[config.mk]
export PLATFORM = sky130hd
export DESIGN_NAME = panic_button_press_classifier_top
export DESIGN_NICKNAME = d
export VERILOG_FILES = /design/src/hw/rtl/pbpc_pkg.sv /design/src/hw/rtl/panic_button_press_classifier_top.sv
export VERILOG_INCLUDE_DIRS = /design/src /design/src/hw/rtl
export SDC_FILE = /design/constraint.sdc
export NUM_CORES = 1
export LEC_CHECK = 0
export BUFFER_PORTS_ARGS = -buffer_cell sky130_fd_sc_hd__clkbuf_2
export CAP_MARGIN = 20
export CORE_UTILIZATION = 55
export DETAILED_ROUTE_END_ITERATION = 7
export PLACE_DENSITY = 0.83
export SLEW_MARGIN = 20
export SYNTH_ARGS = -nofsm -noshare
export SYNTH_HDL_FRONTEND = slang
export SYNTH_SLANG_ARGS = --single-unit
export TNS_END_PERCENT = 1
[constraint.sdc]
create_clock -name clk -period 6.3 [get_ports clk]
set_clock_uncertainty 0.05 [all_clocks]
set_input_delay 0.63 -clock clk [delete_from_list [all_inputs] [get_ports clk]]
set_output_delay 0.63 -clock clk [all_outputs]
set_load 0.1 [all_outputs]
[src/hw/rtl/panic_button_press_classifier_top_macros.svh]
// assertion macros for the panic button press classifier
// each macro expects clk and rst in the scope where it is used
`ifndef PANIC_BUTTON_PRESS_CLASSIFIER_TOP_MACROS_SVH
`define PANIC_BUTTON_PRESS_CLASSIFIER_TOP_MACROS_SVH

// same-cycle implication, disabled during reset
`define PBPC_ASSERT_NOW(label, ante, cons) \
  label: assert property (@(posedge clk) disable iff (rst) (ante) |-> (cons)) \
    else $error("pbpc same-cycle check failed");

// next-cycle implication, disabled during reset
`define PBPC_ASSERT_NEXT(label, ante, cons) \
  label: assert property (@(posedge clk) disable iff (rst) (ante) |=> (cons)) \
    else $error("pbpc next-cycle check failed");

`endif

[src/hw/rtl/pbpc_pkg.sv]
// ----------------------------------------------------------------------------
// pbpc_pkg
// constants for the panic button press classifier: press windows, opcodes,
// register map and counter limits
// ----------------------------------------------------------------------------
`default_nettype none

package pbpc_pkg;

  localparam int HeldW    = 5;
  localparam int ElapsedW = 16;
  localparam int AddrW    = 3;
  localparam int DataW    = 32;

  localparam logic [HeldW-1:0] MIN_PRESS_TICKS = 5'd2;
  localparam logic [HeldW-1:0] MAX_PRESS_TICKS = 5'd20;
  localparam logic [HeldW-1:0] TAMPER_TICKS    = 5'd21;
  localparam logic [HeldW-1:0] HELD_SAT        = 5'd31;

  localparam logic [ElapsedW-1:0] ELAPSED_SAT     = 16'hFFFF;
  localparam logic [ElapsedW-1:0] TIMEOUT_DEFAULT = 16'd600;

  // item opcodes
  localparam logic OPC_TICK  = 1'b0;
  localparam logic OPC_CLEAR = 1'b1;

  // register word index (paddr[2])
  localparam logic REG_DISABLE = 1'b0;
  localparam logic REG_TIMEOUT = 1'b1;

endpackage

`default_nettype wire

[src/hw/rtl/panic_button_press_classifier_top.sv]
// ----------------------------------------------------------------------------
// panic_button_press_classifier_top
// classifies panic button presses per tick into alarm and tamper events,
// with alarm timeout, early clear and a disable register on an apb port
// ----------------------------------------------------------------------------
// output: the result of an item is registered into the output register
//   in the cycle after the item is accepted
// throughput: one item per cycle while each result is taken (out_ready); the state
//   update and classification sit between the state registers and the output register
// reset: synchronous rst clears state, flags and out_valid, and loads
//   disable_cfg = 0 and alarm_timeout_ticks = 600
`default_nettype none
`include "panic_button_press_classifier_top_macros.svh"

module panic_button_press_classifier_top (
  input  wire logic                         clk,
  input  wire logic                         rst,
  // apb configuration port
  input  wire logic                         psel,
  input  wire logic                         penable,
  input  wire logic                         pwrite,
  input  wire logic [pbpc_pkg::AddrW-1:0]   paddr,
  input  wire logic [pbpc_pkg::DataW-1:0]   pwdata,
  output logic      [pbpc_pkg::DataW-1:0]   prdata,
  output logic                              pready,
  // input items
  input  wire logic                         in_valid,
  output logic                              in_ready,
  input  wire logic                         opcode,
  input  wire logic                         button_level,
  input  wire logic                         emergency_link_up,
  // result items
  output logic                              out_valid,
  input  wire logic                         out_ready,
  output logic                              alarm_active,
  output logic                              tamper_active,
  output logic                              alarm_on_event,
  output logic                              alarm_off_event,
  output logic                              tamper_on_event,
  output logic                              tamper_off_event,
  output logic                              sms_fallback
);
  import pbpc_pkg::*;

  // configuration registers
  logic                disable_cfg;
  logic [ElapsedW-1:0] alarm_timeout_ticks;

  // classifier state
  logic [HeldW-1:0]    held_ticks;
  logic                alarm_flag;
  logic                tamper_flag;
  logic [ElapsedW-1:0] alarm_elapsed;

  logic [HeldW-1:0]    held_ticks_next;
  logic                alarm_flag_next;
  logic                tamper_flag_next;
  logic [ElapsedW-1:0] alarm_elapsed_next;

  logic [HeldW-1:0]    held_inc;
  logic [ElapsedW-1:0] elapsed_step;
  logic                run_timeout;
  logic                a_on, a_off, t_on, t_off, sms;

  logic cfg_write;
  logic in_accept;

  // apb
  assign pready    = 1'b1;
  assign cfg_write = psel && penable && pwrite;

  always_comb begin
    case (paddr[2])
      REG_DISABLE: prdata = {{(DataW-1){1'b0}}, disable_cfg};
      REG_TIMEOUT: prdata = {{(DataW-ElapsedW){1'b0}}, alarm_timeout_ticks};
      default:     prdata = '0;
    endcase
  end

  always_ff @(posedge clk) begin
    if (rst) begin
      disable_cfg         <= 1'b0;
      alarm_timeout_ticks <= TIMEOUT_DEFAULT;
    end else if (cfg_write) begin
      case (paddr[2])
        REG_DISABLE: disable_cfg         <= pwdata[0];
        REG_TIMEOUT: alarm_timeout_ticks <= pwdata[ElapsedW-1:0];
        default: ;
      endcase
    end
  end

  // handshake: output register frees up when its item is taken
  assign in_ready  = !out_valid || out_ready;
  assign in_accept = in_valid && in_ready;

  assign held_inc = (held_ticks == HELD_SAT) ? held_ticks : held_ticks + 5'd1;

  always_comb begin
    held_ticks_next    = held_ticks;
    alarm_flag_next    = alarm_flag;
    tamper_flag_next   = tamper_flag;
    alarm_elapsed_next = alarm_elapsed;
    elapsed_step       = alarm_elapsed;
    run_timeout        = 1'b1;
    a_on               = 1'b0;
    a_off              = 1'b0;
    t_on               = 1'b0;
    t_off              = 1'b0;
    sms                = 1'b0;

    if (opcode == OPC_CLEAR) begin
      if (alarm_flag) begin
        alarm_elapsed_next = alarm_timeout_ticks;
      end
      run_timeout = 1'b0;
    end else if (disable_cfg) begin
      if (alarm_flag || tamper_flag) begin
        alarm_flag_next    = 1'b0;
        tamper_flag_next   = 1'b0;
        held_ticks_next    = '0;
        alarm_elapsed_next = '0;
        a_off              = 1'b1;
        t_off              = 1'b1;
      end
      run_timeout = 1'b0;
    end else if (button_level) begin
      held_ticks_next = held_inc;
      // held too long: tamper, restart count, no timeout step
      if (held_inc > TAMPER_TICKS) begin
        held_ticks_next = '0;
        if (!tamper_flag) begin
          if (alarm_flag) begin
            alarm_flag_next = 1'b0;
            a_off           = 1'b1;
          end
          tamper_flag_next = 1'b1;
          t_on             = 1'b1;
        end
        run_timeout = 1'b0;
      end
    end else begin
      if (held_ticks >= MIN_PRESS_TICKS && held_ticks < MAX_PRESS_TICKS &&
          !alarm_flag && !tamper_flag) begin
        alarm_flag_next    = 1'b1;
        a_on               = 1'b1;
        sms                = !emergency_link_up;
        alarm_elapsed_next = '0;
      end
      held_ticks_next = '0;
      if (tamper_flag) begin
        tamper_flag_next = 1'b0;
        t_off            = 1'b1;
      end
    end

    // alarm timeout, saturating elapsed count
    if (run_timeout && alarm_flag_next) begin
      elapsed_step = (alarm_elapsed_next == ELAPSED_SAT) ?
                     alarm_elapsed_next : alarm_elapsed_next + 16'd1;
      if (elapsed_step >= alarm_timeout_ticks) begin
        alarm_elapsed_next = '0;
        alarm_flag_next    = 1'b0;
        a_off              = 1'b1;
      end else begin
        alarm_elapsed_next = elapsed_step;
      end
    end
  end

  always_ff @(posedge clk) begin
    if (rst) begin
      held_ticks    <= '0;
      alarm_flag    <= 1'b0;
      tamper_flag   <= 1'b0;
      alarm_elapsed <= '0;
      out_valid     <= 1'b0;
    end else begin
      if (in_accept) begin
        held_ticks    <= held_ticks_next;
        alarm_flag    <= alarm_flag_next;
        tamper_flag   <= tamper_flag_next;
        alarm_elapsed <= alarm_elapsed_next;
        out_valid     <= 1'b1;
      end else if (out_ready) begin
        out_valid <= 1'b0;
      end
    end
  end

  // result payload
  always_ff @(posedge clk) begin
    if (in_accept) begin
      alarm_active     <= alarm_flag_next;
      tamper_active    <= tamper_flag_next;
      alarm_on_event   <= a_on;
      alarm_off_event  <= a_off;
      tamper_on_event  <= t_on;
      tamper_off_event <= t_off;
      sms_fallback     <= sms;
    end
  end

  `PBPC_ASSERT_NEXT(a_accept_gives_result, in_accept, out_valid)
  `PBPC_ASSERT_NOW(a_tamper_on_state, out_valid && tamper_on_event, tamper_active)
  `PBPC_ASSERT_NOW(a_tamper_off_state, out_valid && tamper_off_event, !tamper_active)
  `PBPC_ASSERT_NOW(a_sms_needs_alarm, out_valid && sms_fallback,
                   alarm_on_event && !tamper_active)

endmodule

`default_nettype wire

# Yosys cells after proc, flatten, opt, wreduce, memory -nomap -nowiden

Index checks and enable logic that the tools add are counted.

Input port bits: 45
Logic and storage cells: 97
Output and inout port bits: 42
Bits in registers: 48

Eq/ne operators: 3
Order comparisons: 4
Reduce and logical (&&, ||, !) cells: 20
Multiplexer cells: 49
Add/subtract/negate cells: 2
Bitwise gates (word level): 5

Operators with widths:

| cell                    | number |
|---|---|
| $mux W16                | 9 |
| $pmux W32 S2            | 1 |
| $mux W1                 | 34 |
| $mux W5                 | 5 |
| $add A16 B1 Y16 const B | 1 |
| $eq A16 B16 Y1 const B  | 1 |
| $ge A16 B16 Y1          | 1 |
| $reduce_or A4 Y1        | 2 |
| $logic_and A1 B1 Y1     | 7 |
| $add A5 B1 Y5 const B   | 1 |
| $eq A5 B5 Y1 const B    | 1 |
| $ge A5 B2 Y1 const B    | 1 |
| $gt A5 B5 Y1 const B    | 1 |
| $lt A5 B5 Y1 const B    | 1 |
| $not A1 Y1              | 5 |
| $logic_not A1 Y1        | 4 |
| $reduce_and A2 Y1       | 2 |
| $reduce_and A3 Y1       | 1 |
| $reduce_or A3 Y1        | 1 |
| $logic_or A1 B1 Y1      | 2 |
| $ne A2 B1 Y1 const B    | 1 |
| $reduce_bool A2 Y1      | 1 |

# Longest topological paths before layout

Gate-level depths: netlist (run 1).

Word-level depth: 13
Mapped depth: 21
Gate-level depth less buffers: 19

# Worst setup path before layout (run 1)

No wires, ideal clock.

Path kind: input-to-reg
From: input port opcode
To: register alarm_elapsed[8]
Buffers on the path: 4
Slack: 1.242 ns
Required time: 6.159 ns
Setup time: 0.091 ns
Stages: 20
Arrival: 4.917 ns
Cell sequence: buf_2 or2_1 clkbuf_1 o21ai_1 clkbuf_1 a21oi_1 ha_1 o211ai_1 nor4_2 clkbuf_1 nor2_1 xor2_1 ha_1 and4_1 o21ai_0 o221ai_1 a2111o_1 a21oi_1 nand4_1 a311oi_1

Cells in the longest elaborated chain, start to end: 6
Elaborated cells on any way between the ends: 10
Classes of those cells: add/sub: 1; order compare: 1; eq/ne: 1; mux: 6; reduce/logical: 1

Ends and longest elaborated chain:

| what                                                     | line                                                                               | source |
|---|---|---|
| from (decl)                                              | panic_button_press_classifier_top.sv:29                                            | `input wire logic opcode,` |
| $mux W16                                                 | panic_button_press_classifier_top.sv:112                                           | `if (opcode == OPC_CLEAR) begin` |
| $add A16 B1 Y16 / $eq A16 B16 Y1 (equally long branches) | panic_button_press_classifier_top.sv:160, panic_button_press_classifier_top.sv:159 |  |
| $mux W16                                                 | panic_button_press_classifier_top.sv:159                                           | `elapsed_step = (alarm_elapsed_next == ELAPSED_SAT) ?` |
| $ge A16 B16 Y1                                           | panic_button_press_classifier_top.sv:161                                           | `if (elapsed_step >= alarm_timeout_ticks) begin` |
| $mux W16                                                 | panic_button_press_classifier_top.sv:161                                           |  |
| $mux W16 (*)                                             | panic_button_press_classifier_top.sv:158                                           | `if (run_timeout && alarm_flag_next) begin` |
| to (signal assigned)                                     | panic_button_press_classifier_top.sv:183                                           | `alarm_elapsed <= alarm_elapsed_next;` |
| to (decl)                                                | panic_button_press_classifier_top.sv:53                                            | `logic [ElapsedW-1:0] alarm_elapsed;` |

Mark *: on every way between the ends. The rest lies on a longest branch, timed or not.
A chain may end at the register's enable or synchronous reset.

# Final worst setup path (run 1)

From: register held_ticks[1]
To: register alarm_elapsed[14]

Cells in the longest elaborated chain, start to end: 13
Elaborated cells on any way between the ends: 29
Classes of those cells: add/sub: 2; order compare: 4; eq/ne: 2; mux: 17; reduce/logical: 4

Ends and longest elaborated chain:

| what                                                     | line                                                                               | source |
|---|---|---|
| from (decl)                                              | panic_button_press_classifier_top.sv:50                                            | `logic [HeldW-1:0] held_ticks;` |
| from (signal assigned)                                   | panic_button_press_classifier_top.sv:180                                           | `held_ticks <= held_ticks_next;` |
| $ge A5 B2 Y1 / $lt A5 B5 Y1 (equally long branches)      | panic_button_press_classifier_top.sv:143                                           | `if (held_ticks >= MIN_PRESS_TICKS && held_ticks < MAX_PRESS_TICKS &&` |
| $logic_and A1 B1 Y1 (2 in series)                        | panic_button_press_classifier_top.sv:143                                           |  |
| $logic_and A1 B1 Y1                                      | panic_button_press_classifier_top.sv:144                                           | `!alarm_flag && !tamper_flag) begin` |
| $mux W16                                                 | panic_button_press_classifier_top.sv:143                                           |  |
| $mux W16                                                 | panic_button_press_classifier_top.sv:127                                           | `end else if (button_level) begin` |
| $mux W16                                                 | panic_button_press_classifier_top.sv:117                                           | `end else if (disable_cfg) begin` |
| $mux W16                                                 | panic_button_press_classifier_top.sv:112                                           |  |
| $add A16 B1 Y16 / $eq A16 B16 Y1 (equally long branches) | panic_button_press_classifier_top.sv:160, panic_button_press_classifier_top.sv:159 |  |
| $mux W16                                                 | panic_button_press_classifier_top.sv:159                                           |  |
| $ge A16 B16 Y1                                           | panic_button_press_classifier_top.sv:161                                           |  |
| $mux W16                                                 | panic_button_press_classifier_top.sv:161                                           |  |
| $mux W16 (*)                                             | panic_button_press_classifier_top.sv:158                                           |  |

Marked as above.

==> results of run 1 <==
-- per-stage QoR --
step,power [mW],cells,setup WS (ns),instance area (um^2)
2_1_floorplan,0.5418,537,1.242,3913
3_3_place_gp,0.5755,648,1.036,4099
3_5_place_dp,0.5798,649,0.9311,4106
4_1_cts,0.7660,657,1.006,4193
5_1_grt,0.8007,657,0.6901,4193
6_report,0.7679,657,0.9466,4193
-- layer usage --
metal	routed length (um)	vias up	GRT usage [%]
met5	0	-	0
met4	381	0	15.15
met3	854	43	3.657
met2	5133	216	49.60
met1	4693	1892	41.61
li1	-	1943	-
-- layout make-up --
class / instances / area [um^2] / share of cell area, %
inverter: 29 / 108.9 / 2.596
clock buffer: 5 / 68.82 / 1.641
multi-input combinational: 416 / 2524 / 60.19
sequential: 48 / 1031 / 24.59
clock inverter: 3 / 17.52 / 0.4178
tap: 96 / 120.1 / 2.865
timing repair buffer: 60 / 322.8 / 7.699
-- worst max-delay path, stage by stage, from the launching register on --
cell      delay (ns)
dfxtp_1         0.39
or4_4           0.56
o211a_2         0.34
o211ai_1        0.48
ha_1            0.34
o211ai_1        0.19
nor4_2          0.27
buf_4           0.26
mux2_2          0.38
ha_1            0.27
a211oi_1        0.21
o221ai_1        0.19
a2111o_1        0.49
a21oi_1         0.23
buf_4           0.19
nand4_1         0.10
a211oi_1        0.29
-- worst paths after layout --
check                                                             to  cells after the start
worst min-delay path            alarm_timeout_ticks[11]$_SDFFE_PP0P_                      2
worst max register to register        alarm_elapsed[14]$_SDFFE_PP0P_                     16
worst max-delay path                  alarm_elapsed[14]$_SDFFE_PP0P_                     16
worst min register to register  alarm_timeout_ticks[11]$_SDFFE_PP0P_                      2
-- logic make-up after synthesis --
group	count (synthesis)
buffers and inverters	73
multiplexers	12
flip-flops	48
other	2
adder cells (fa/ha/maj)	20
AND/OR/NAND/NOR	212
AO/OA/AOI/OAI	147
XOR/XNOR	8
-- state kept, by name (all words and copies together), names as in the netlist --
signal and count:
disable_cfg 1, tamper_flag 1, alarm_elapsed 16, tamper_active 1, sms_fallback 1, held_ticks 5
alarm_flag 1, alarm_timeout_ticks 16, out_valid 1, alarm_active 1, alarm_on_event 1, tamper_off_event 1
alarm_off_event 1, tamper_on_event 1
-- where the power goes --
part	leakage (nW)	internal [mW]	switching, mW
clock	0.0460	0.0779	0.113
sequential	0.406	0.325	0.0153
combinational	1.24	0.0581	0.179
-- cells in the final DEF (no fill, tap or decap), types with 5 or more instances in the layout --
master / Yosys / layout
a211oi_1: 11 / 11
a21oi_1: 43 / 43
a31oi_1: 9 / 9
and3_1: 9 / 9
and4_1: 5 / 5
buf_4: 17 / 9
clkbuf_2: 0 / 51
clkbuf_8: 0 / 5
conb_1: 2 / 17
dfxtp_1: 41 / 41
edfxtp_1: 7 / 7
ha_1: 20 / 20
inv_1: 29 / 29
mux2i_1: 8 / 8
nand2_1: 62 / 62
nand2b_1: 5 / 5
nand3_1: 13 / 13
nand4_1: 11 / 11
nor2_1: 60 / 60
nor2b_1: 5 / 5
nor3_1: 13 / 13
nor4_1: 8 / 8
o211ai_1: 12 / 12
o21a_1: 6 / 6
o21ai_0: 21 / 21
o21ai_1: 9 / 9
xnor2_1: 6 / 6
-- Yosys cell counts, types with 4 or more instances --
cell / number
or2_1: 4
buf_2: 4
o21ai_1: 9
nand2_1: 62
and4_1: 5
inv_1: 29
ha_1: 20
a31oi_1: 9
xnor2_1: 6
nor3_1: 13
buf_4: 17
nor4_1: 8
o211ai_1: 12
a21oi_1: 43
a211oi_1: 11
clkbuf_1: 20
mux2i_1: 8
nor2b_1: 5
a22oi_1: 4
edfxtp_1: 7
nand3_1: 13
nor2_1: 60
o21ai_0: 21
o21a_1: 6
dfxtp_1: 41
nand4_1: 11
nand2b_1: 5
and3_1: 9
==> metrics.csv, run 1 <==
metric,value,unit
drtPass1Iterations,7,
ys.flop_type,dfxtp_1,
yosys_warnings,0,
r2r_setup_slack,0.95,ns
synth_fa_ha_area_share,6.489,%
avgSynthCellArea,7.387,um^2
clk_pin_slew,0.10,ns
fmaxAchievable,0.1868,GHz
run_status,completed,
cts_hold_buf,0,
area_growth,8.728,%
rsz0062_at_grt,no,
setup_viol_count_final,0,
wirelength,11.06,mm
synthTopCellsByArea,"dfxtp_1 21%, ha_1 6.5%, nand2_1 6.0%",
required,6.45,ns
synth-edff-count,7,
core-area,6794,um^2
path_class,reg2reg,
whs,0.4361,ns
fin_nets,625,
viasPerCell,6.231,
post_cts_resize_count,0,
diodes,0,
yosysUniqueCellTypes,69,
crit_arrival,5.51,ns
synth_top_family_by_area,simple AND/OR/NAND/NOR gates,
antenna_found_initial,0,
numCtsBuffers,5,
syn_area,3856,um^2
period_minus_slack,5.353,ns
dieHeight,85.74,um
finalHoldViolCount,0,
fill_cells,635,
setup-tns-final,0,ns
timing.final.crit_share,84.97,%
cts_max_path_buffers,2,
worstPathMaxFanout,16,
crit_start,held_ticks[1]$_SDFFE_PP0P_,
dr_total_vias,4094,
power.density,183.2,nW/um^2
finalMaxSlewViolations,0,
cts_setup_buffers,0,
drcViolationCount,0,
rows,30,
post_drt_wl_per_cell,16.84,um
ys_seq_area_share,26.74,%
clockRootBuffer,clkbuf_8,
synth-seq-cells,48,
numClockSinks,48,
p_leak,1.691,nW
synthSimpleGateAreaFrac,26.87,%
synth.top_cell.area_share,21.28,%
first_iter_violations,398,
cts_tree,done,
place_hpwl,8.322,mm
insertion_delay,0.31,ns
syn_inst,522,
place_congestion,0.9720,
ant_nets,0,
synthXorXnorAreaFrac,1.817,%
grt_pass1_vias,3686,
grt_overflow,0,
initial_utilization,56.76,%
muxShareOfSynthArea,3.342,%
die_w,85.74,um
min_path_type,reg2reg,
grt_max_degree,39,
h-tree-depth,2,
grt_pass1_wl,17.98,mm
r2r-start,held_ticks[1]$_SDFFE_PP0P_,
synth_top_area_cell,dfxtp_1,
grt_usage,31.01,%
synth_compound_gate_area_share,25.28,%
slew_headroom,43.43,%
hp-start,alarm_timeout_ticks[11]$_SDFFE_PP0P_,
finish.utilization,61.71,%
worstSetupStartpointType,register,
async_flop_share,0,%
vdd_drop_max,0.1187,mV
fp.dieArea,7350,um^2
io_buffers,51,
end_kind,register,
io_pins,87,
tightest_slew,0.8486,ns
drv_cap,0,
drive_gt1_share,14.26,%
No activity file was read; power rests on OpenSTA's default activity.
==> run 2, diff against run 1 <==
Clock period 6.3 ns to 5.08 ns, I/O delays scaled along.
==> metrics.csv, run 2 (same netlist as run 1, synthesis figures left out) <==
metric,value,unit,change
required,5.25,ns,was 6.45 ns
run_status,completed,,unchanged
numCtsBuffers,5,,unchanged
cts_tree,done,,unchanged
grt_max_degree,39,,unchanged
diodes,0,,unchanged
tightest_slew,0.8966,ns,was 0.8486 ns
crit_arrival,5.05,ns,was 5.51 ns
finish.utilization,64.35,%,was 61.71%
io_pins,87,,unchanged
cp_top_family,compound AO/OA/AOI/OAI gates,,unchanged
fin_nets,644,,was 625
switching_share,39.22,%,was 39.96%
p_seq_share,41.9,%,was 44.3%
clkPwrFrac,27.4,%,was 24.8%
drcViolationCount,0,,unchanged
grt_pass1_wl,18.67,mm,was 17.98 mm
setup_viol_count_final,0,,unchanged
place_hpwl,8.764,mm,was 8.322 mm
place_congestion,1.002,,was 0.9720
whs,0.3556,ns,was 0.4361 ns
finalPower,1.007,mW,was 0.7679 mW
timing.final.crit_share,96.02,%,was 84.97%
numClockSinks,48,,unchanged
grt_overflow,0,,unchanged
die_w,85.74,um,unchanged
worstPathCellList,"or4_4, o211a_2, o211ai_1, ha_2, o211ai_1, nor4_2, buf_4, mux2_2, ha_1, a211oi_1, o221ai_1, a2111o_1, a21oi_2, buf_4, nand4_1, a311oi_1",,"was or4_4, o211a_2, o211ai_1, ha_1, o211ai_1, nor4_2, buf_4, mux2_2, ha_1, a211oi_1, o221ai_1, a2111o_1, a21oi_1, buf_4, nand4_1, a211oi_1"
cp_num_buf_inv,2,,unchanged
top_regs,"alarm_elapsed x16, alarm_timeout_ticks x16, held_ticks x5",,unchanged
path_class,reg2reg,,unchanged
drive_gt1_share,17.93,%,was 14.26%
drtPass1Iterations,5,,was 7
period_minus_slack,4.878,ns,was 5.353 ns
post_drt_wl_per_cell,17.36,um,was 16.84 um
postPlaceCellArea,4229,um^2,was 4106 um^2
clk_pin_slew,0.10,ns,about the same
finalMaxSlewViolations,0,,unchanged
min_path_type,in2reg,,was reg2reg
fp.dieArea,7350,um^2,unchanged
dr_total_vias,4133,,was 4094
crit_slowest_cell,or4_4,,unchanged
mostFrequentLayoutCell,nand2_1,,unchanged
io_buffers,51,,unchanged
end_kind,register,,unchanged
area_growth,13.37,%,was 8.728%
fin_area,4372,um^2,was 4193 um^2
initial_utilization,56.76,%,unchanged
core-area,6794,um^2,unchanged
viasPerCell,6.114,,was 6.231
slew_headroom,40.06,%,was 43.43%
worstSetupStartpointType,register,,unchanged
insertion_delay,0.31,ns,about the same
rows,30,,unchanged
internal_power,0.6123,mW,was 0.4610 mW
wirelength,11.74,mm,was 11.06 mm
ant_nets,0,,unchanged
vdd_drop_max,0.1732,mV,was 0.1187 mV
p_leak,1.790,nW,was 1.691 nW
drv_cap,0,,unchanged
cpPeakStageDelay,0.57,ns,was 0.56 ns
grt_usage,32.41,%,was 31.01%
cts_max_path_buffers,2,,unchanged
fmaxAchievable,0.2050,GHz,was 0.1868 GHz
finalHoldViolCount,0,,unchanged
antenna_found_initial,0,,unchanged
dieHeight,85.74,um,unchanged
finalWorstSetupSlack,0.2023,ns,was 0.9466 ns
fill_cells,618,,was 635
h-tree-depth,2,,unchanged
place_ws,0.1235,ns,was 0.9311 ns
grt_pass1_vias,3812,,was 3686
pwr-share-comb,30.6,%,was 30.8%
final_cell_mix,"62 x nand2_1, 59 x nor2_1, 51 x clkbuf_2",,"was 62 x nand2_1, 60 x nor2_1, 51 x clkbuf_2"
first_iter_violations,397,,was 398
power.density,230.4,nW/um^2,was 183.2 nW/um^2
clockRootBuffer,clkbuf_8,,unchanged
worstPathMaxFanout,10,,was 16
switchingPower,0.3951,mW,was 0.3069 mW
run 2: final cells by class:
cell class,count,area [um^2],area share [%]
clock buffer,6,93.84,2.147
multi-input combinational,416,2536,58.01
clock inverter,2,16.27,0.3721
inverter,29,108.9,2.490
timing repair buffer,79,465.4,10.65
tap,96,120.1,2.748
sequential,48,1031,23.58
run 2: through the flow:
stage / std cells / TNS, ns
2_1_floorplan: 537 / 0
3_3_place_gp: 665 / 0
3_5_place_dp: 665 / 0
4_1_cts: 673 / 0
5_1_grt: 676 / -0.03314
6_report: 676 / 0
run 2: worst reg2reg max path: stages (launching register included):
cell      delay [ns]
dfxtp_1         0.37
or4_4           0.57
o211a_2         0.28
o211ai_1        0.26
ha_2            0.28
o211ai_1        0.15
nor4_2          0.24
buf_4           0.24
mux2_2          0.36
ha_1            0.28
a211oi_1        0.23
o221ai_1        0.19
a2111o_1        0.50
a21oi_2         0.19
buf_4           0.21
nand4_1         0.10
a311oi_1        0.28
run 2: worst paths after layout:
kind	start	end	slack [ns]	depth (start not counted)
worst max-delay path	held_ticks[4]$_SDFFE_PP0P_	alarm_elapsed[8]$_SDFFE_PP0P_	0.20	16
worst max register to register	held_ticks[4]$_SDFFE_PP0P_	alarm_elapsed[8]$_SDFFE_PP0P_	0.20	16
worst min register to register	alarm_elapsed[4]$_SDFFE_PP0P_	alarm_elapsed[4]$_SDFFE_PP0P_	0.46	2
worst min-delay path	pwdata[14]	alarm_timeout_ticks[14]$_SDFFE_PP0P_	0.36	3
run 2: metal layers:
metal	part of all wire, %	vias up	wire length, um	GRT usage (%)
met1	43	1936	5059	41.91
met5	0	-	0	0
met4	2.8	0	331	12.27
met3	7.7	28	907	4.620
li1	-	1981	-	-
met2	46	188	5438	54.84
run 2: power groups by stage:
stage               combinational (mW)  clock, mW  sequential [mW]
finish                           0.309      0.276            0.422
global route                     0.331      0.291            0.424
CTS                              0.303      0.279            0.421
detailed placement               0.302          0            0.430
global placement                 0.296          0            0.429
floorplan                        0.225          0            0.447
run 2: timing repair:
action	4_1_cts	5_1_grt
hold buffers	0	0
setup endpoints to repair	0	9
resized for setup	0	3
buffers inserted	0	3
==> run 3, diff against run 2 <==
Settings changed: RECOVER_POWER set to 50.
==> metrics.csv, run 3 (same netlist as run 1, synthesis figures left out) <==
metric,value,unit,change
numCtsBuffers,5,,unchanged
finish.utilization,63.87,%,was 64.35%
setup_viol_count_final,0,,unchanged
insertion_delay,0.31,ns,about the same
drive_gt1_share,15.00,%,was 17.93%
viasPerCell,6.111,,was 6.114
io_buffers,51,,unchanged
final_cells,676,,unchanged
finalMaxSlewViolations,0,,unchanged
grt_pass1_wl,18.67,mm,unchanged
core-area,6794,um^2,unchanged
dp_cells,665,,unchanged
grt_usage,32.41,%,unchanged
ant_nets,0,,unchanged
cpPeakStageDelay,0.57,ns,about the same
finalHoldViolCount,0,,unchanged
grt_util_met3,4.620,%,unchanged
drcViolationCount,0,,unchanged
clk_pin_slew,0.10,ns,about the same
area_growth,12.52,%,was 13.37%
dieHeight,85.74,um,unchanged
whs,0.3548,ns,was 0.3556 ns
use_met2,54.84,%,unchanged
cp_num_buf_inv,2,,unchanged
post_drt_wl_per_cell,17.30,um,was 17.36 um
cp_top_family,compound AO/OA/AOI/OAI gates,,unchanged
fp.dieArea,7350,um^2,unchanged
place_ws,0.1235,ns,unchanged
drv_cap,0,,unchanged
numClockSinks,48,,unchanged
antenna_found_initial,0,,unchanged
wirelength,11.69,mm,was 11.74 mm
worstPathCellList,"or4_4, o211a_2, o211ai_1, ha_2, o211ai_1, nor4_2, buf_4, mux2_2, ha_1, a211oi_1, o221ai_1, a2111o_1, a21oi_2, buf_4, nand4_1, a311oi_1",,unchanged
end_kind,register,,unchanged
tightest_slew,1.186,ns,was 0.8966 ns
gr-usage-met1,41.91,%,unchanged
clockRootBuffer,clkbuf_8,,unchanged
initial_utilization,56.76,%,unchanged
crit_start,held_ticks[4]$_SDFFE_PP0P_,,unchanged
top_regs,"alarm_elapsed x16, alarm_timeout_ticks x16, held_ticks x5",,unchanged
slew_headroom,20.63,%,was 40.06%
timing.final.crit_share,96.56,%,was 96.02%
diodes,0,,unchanged
worstSetupStartpointType,register,,unchanged
hp-start,pwdata[14],,unchanged
r2r-start,held_ticks[4]$_SDFFE_PP0P_,,unchanged
fin_area,4339,um^2,was 4372 um^2
busiest_layer,met2,,unchanged
min_path_type,in2reg,,unchanged
crit_slowest_cell,or4_4,,unchanged
cts_max_path_buffers,2,,unchanged
h-tree-depth,2,,unchanged
fmaxAchievable,0.2039,GHz,was 0.2050 GHz
grt_overflow,0,,unchanged
mostFrequentLayoutCell,nand2_1,,unchanged
grt_pass1_vias,3812,,unchanged
place_hpwl,8.764,mm,unchanged
postPlaceCellArea,4229,um^2,unchanged
p_leak,1.738,nW,was 1.790 nW
required,5.24,ns,was 5.25 ns
die_w,85.74,um,unchanged
run_status,completed,,unchanged
place_congestion,1.002,,unchanged
dr_total_vias,4131,,was 4133
crit_arrival,5.07,ns,was 5.05 ns
drtPass1Iterations,5,,unchanged
finalWorstSetupSlack,0.1747,ns,was 0.2023 ns
vdd_drop_max,0.1731,mV,was 0.1732 mV
grt_max_degree,39,,unchanged
cts_tree,done,,unchanged
fin_nets,644,,unchanged
fill_cells,631,,was 618
final_cell_mix,"62 x nand2_1, 60 x nor2_1, 41 x a21oi_1, 41 x dfxtp_1, 39 x clkbuf_2",,"was 62 x nand2_1, 59 x nor2_1, 51 x clkbuf_2"
rows,30,,unchanged
first_iter_violations,456,,was 397
power.density,231.5,nW/um^2,was 230.4 nW/um^2
period_minus_slack,4.905,ns,was 4.878 ns
path_class,reg2reg,,unchanged
worstPathMaxFanout,10,,unchanged
io_pins,87,,unchanged
run 3: cell count changes in the layout (fill, tap and decap cells not counted):
| cell | change |
|---|---|
| nor2_1 | +1 |
| buf_4 | -4 |
| clkbuf_1 | +16 |
| clkbuf_2 | -12 |
| nor2_2 | -1 |
run 3: layout make-up:
| class | instances | area [um^2] | share of cell area (%) |
|---|---|---|---|
| Timing Repair Buffer | 79 | 435.4 | 10.03 |
| Multi-Input combinational cell | 416 | 2534 | 58.39 |
| Sequential cell | 48 | 1031 | 23.76 |
| Clock buffer | 6 | 93.84 | 2.163 |
| Inverter | 29 | 108.9 | 2.509 |
| Clock inverter | 2 | 16.27 | 0.3749 |
| Tap cell | 96 | 120.1 | 2.768 |
run 3: metrics by stage:
| step | setup TNS, ns | power [mW] |
|---|---|---|
| 2_1_floorplan | 0 | 0.6721 |
| 3_3_place_gp | 0 | 0.7255 |
| 3_5_place_dp | 0 | 0.7318 |
| 4_1_cts | 0 | 1.003 |
| 5_1_grt | -0.03314 | 1.045 |
| 6_report | 0 | 1.005 |
run 3: per-layer routing:
layer	vias to the layer above	wire length (um)
li1	1983	-
met1	1937	5076
met2	179	5413
met3	32	857
met4	0	346
met5	-	0
run 3: worst paths after layout:
check	cells past startpoint	slack, ns	end
setup reg to reg	16	0.17	alarm_elapsed[8]$_SDFFE_PP0P_
hold reg to reg	2	0.46	alarm_elapsed[4]$_SDFFE_PP0P_
hold / removal	3	0.35	alarm_timeout_ticks[14]$_SDFFE_PP0P_
setup / recovery	16	0.17	alarm_elapsed[8]$_SDFFE_PP0P_
run 3: tightest hold or removal path: cells and delay by family:
kind,cells,cell delay (ns)
AO/OA/AOI/OAI,1,0.05
buffers and inverters,1,0.08
AND/OR/NAND/NOR,1,0.04
run 3: where the power goes:
part	leakage, nW	switching [mW]	total, mW	internal (mW)
Sequential	0.406	0.0190	0.422	0.403
Combinational	1.28	0.227	0.306	0.0785
Clock	0.0530	0.148	0.277	0.129
Total	1.74	0.394	1.00	0.611
run 3: repair_timing:
item | 4_1_cts | 5_1_grt
endpoints found under the setup margin | 0 | 9
hold buffers | 0 | 0
gates resized for setup | 0 | 3
buffers inserted | 0 | 3
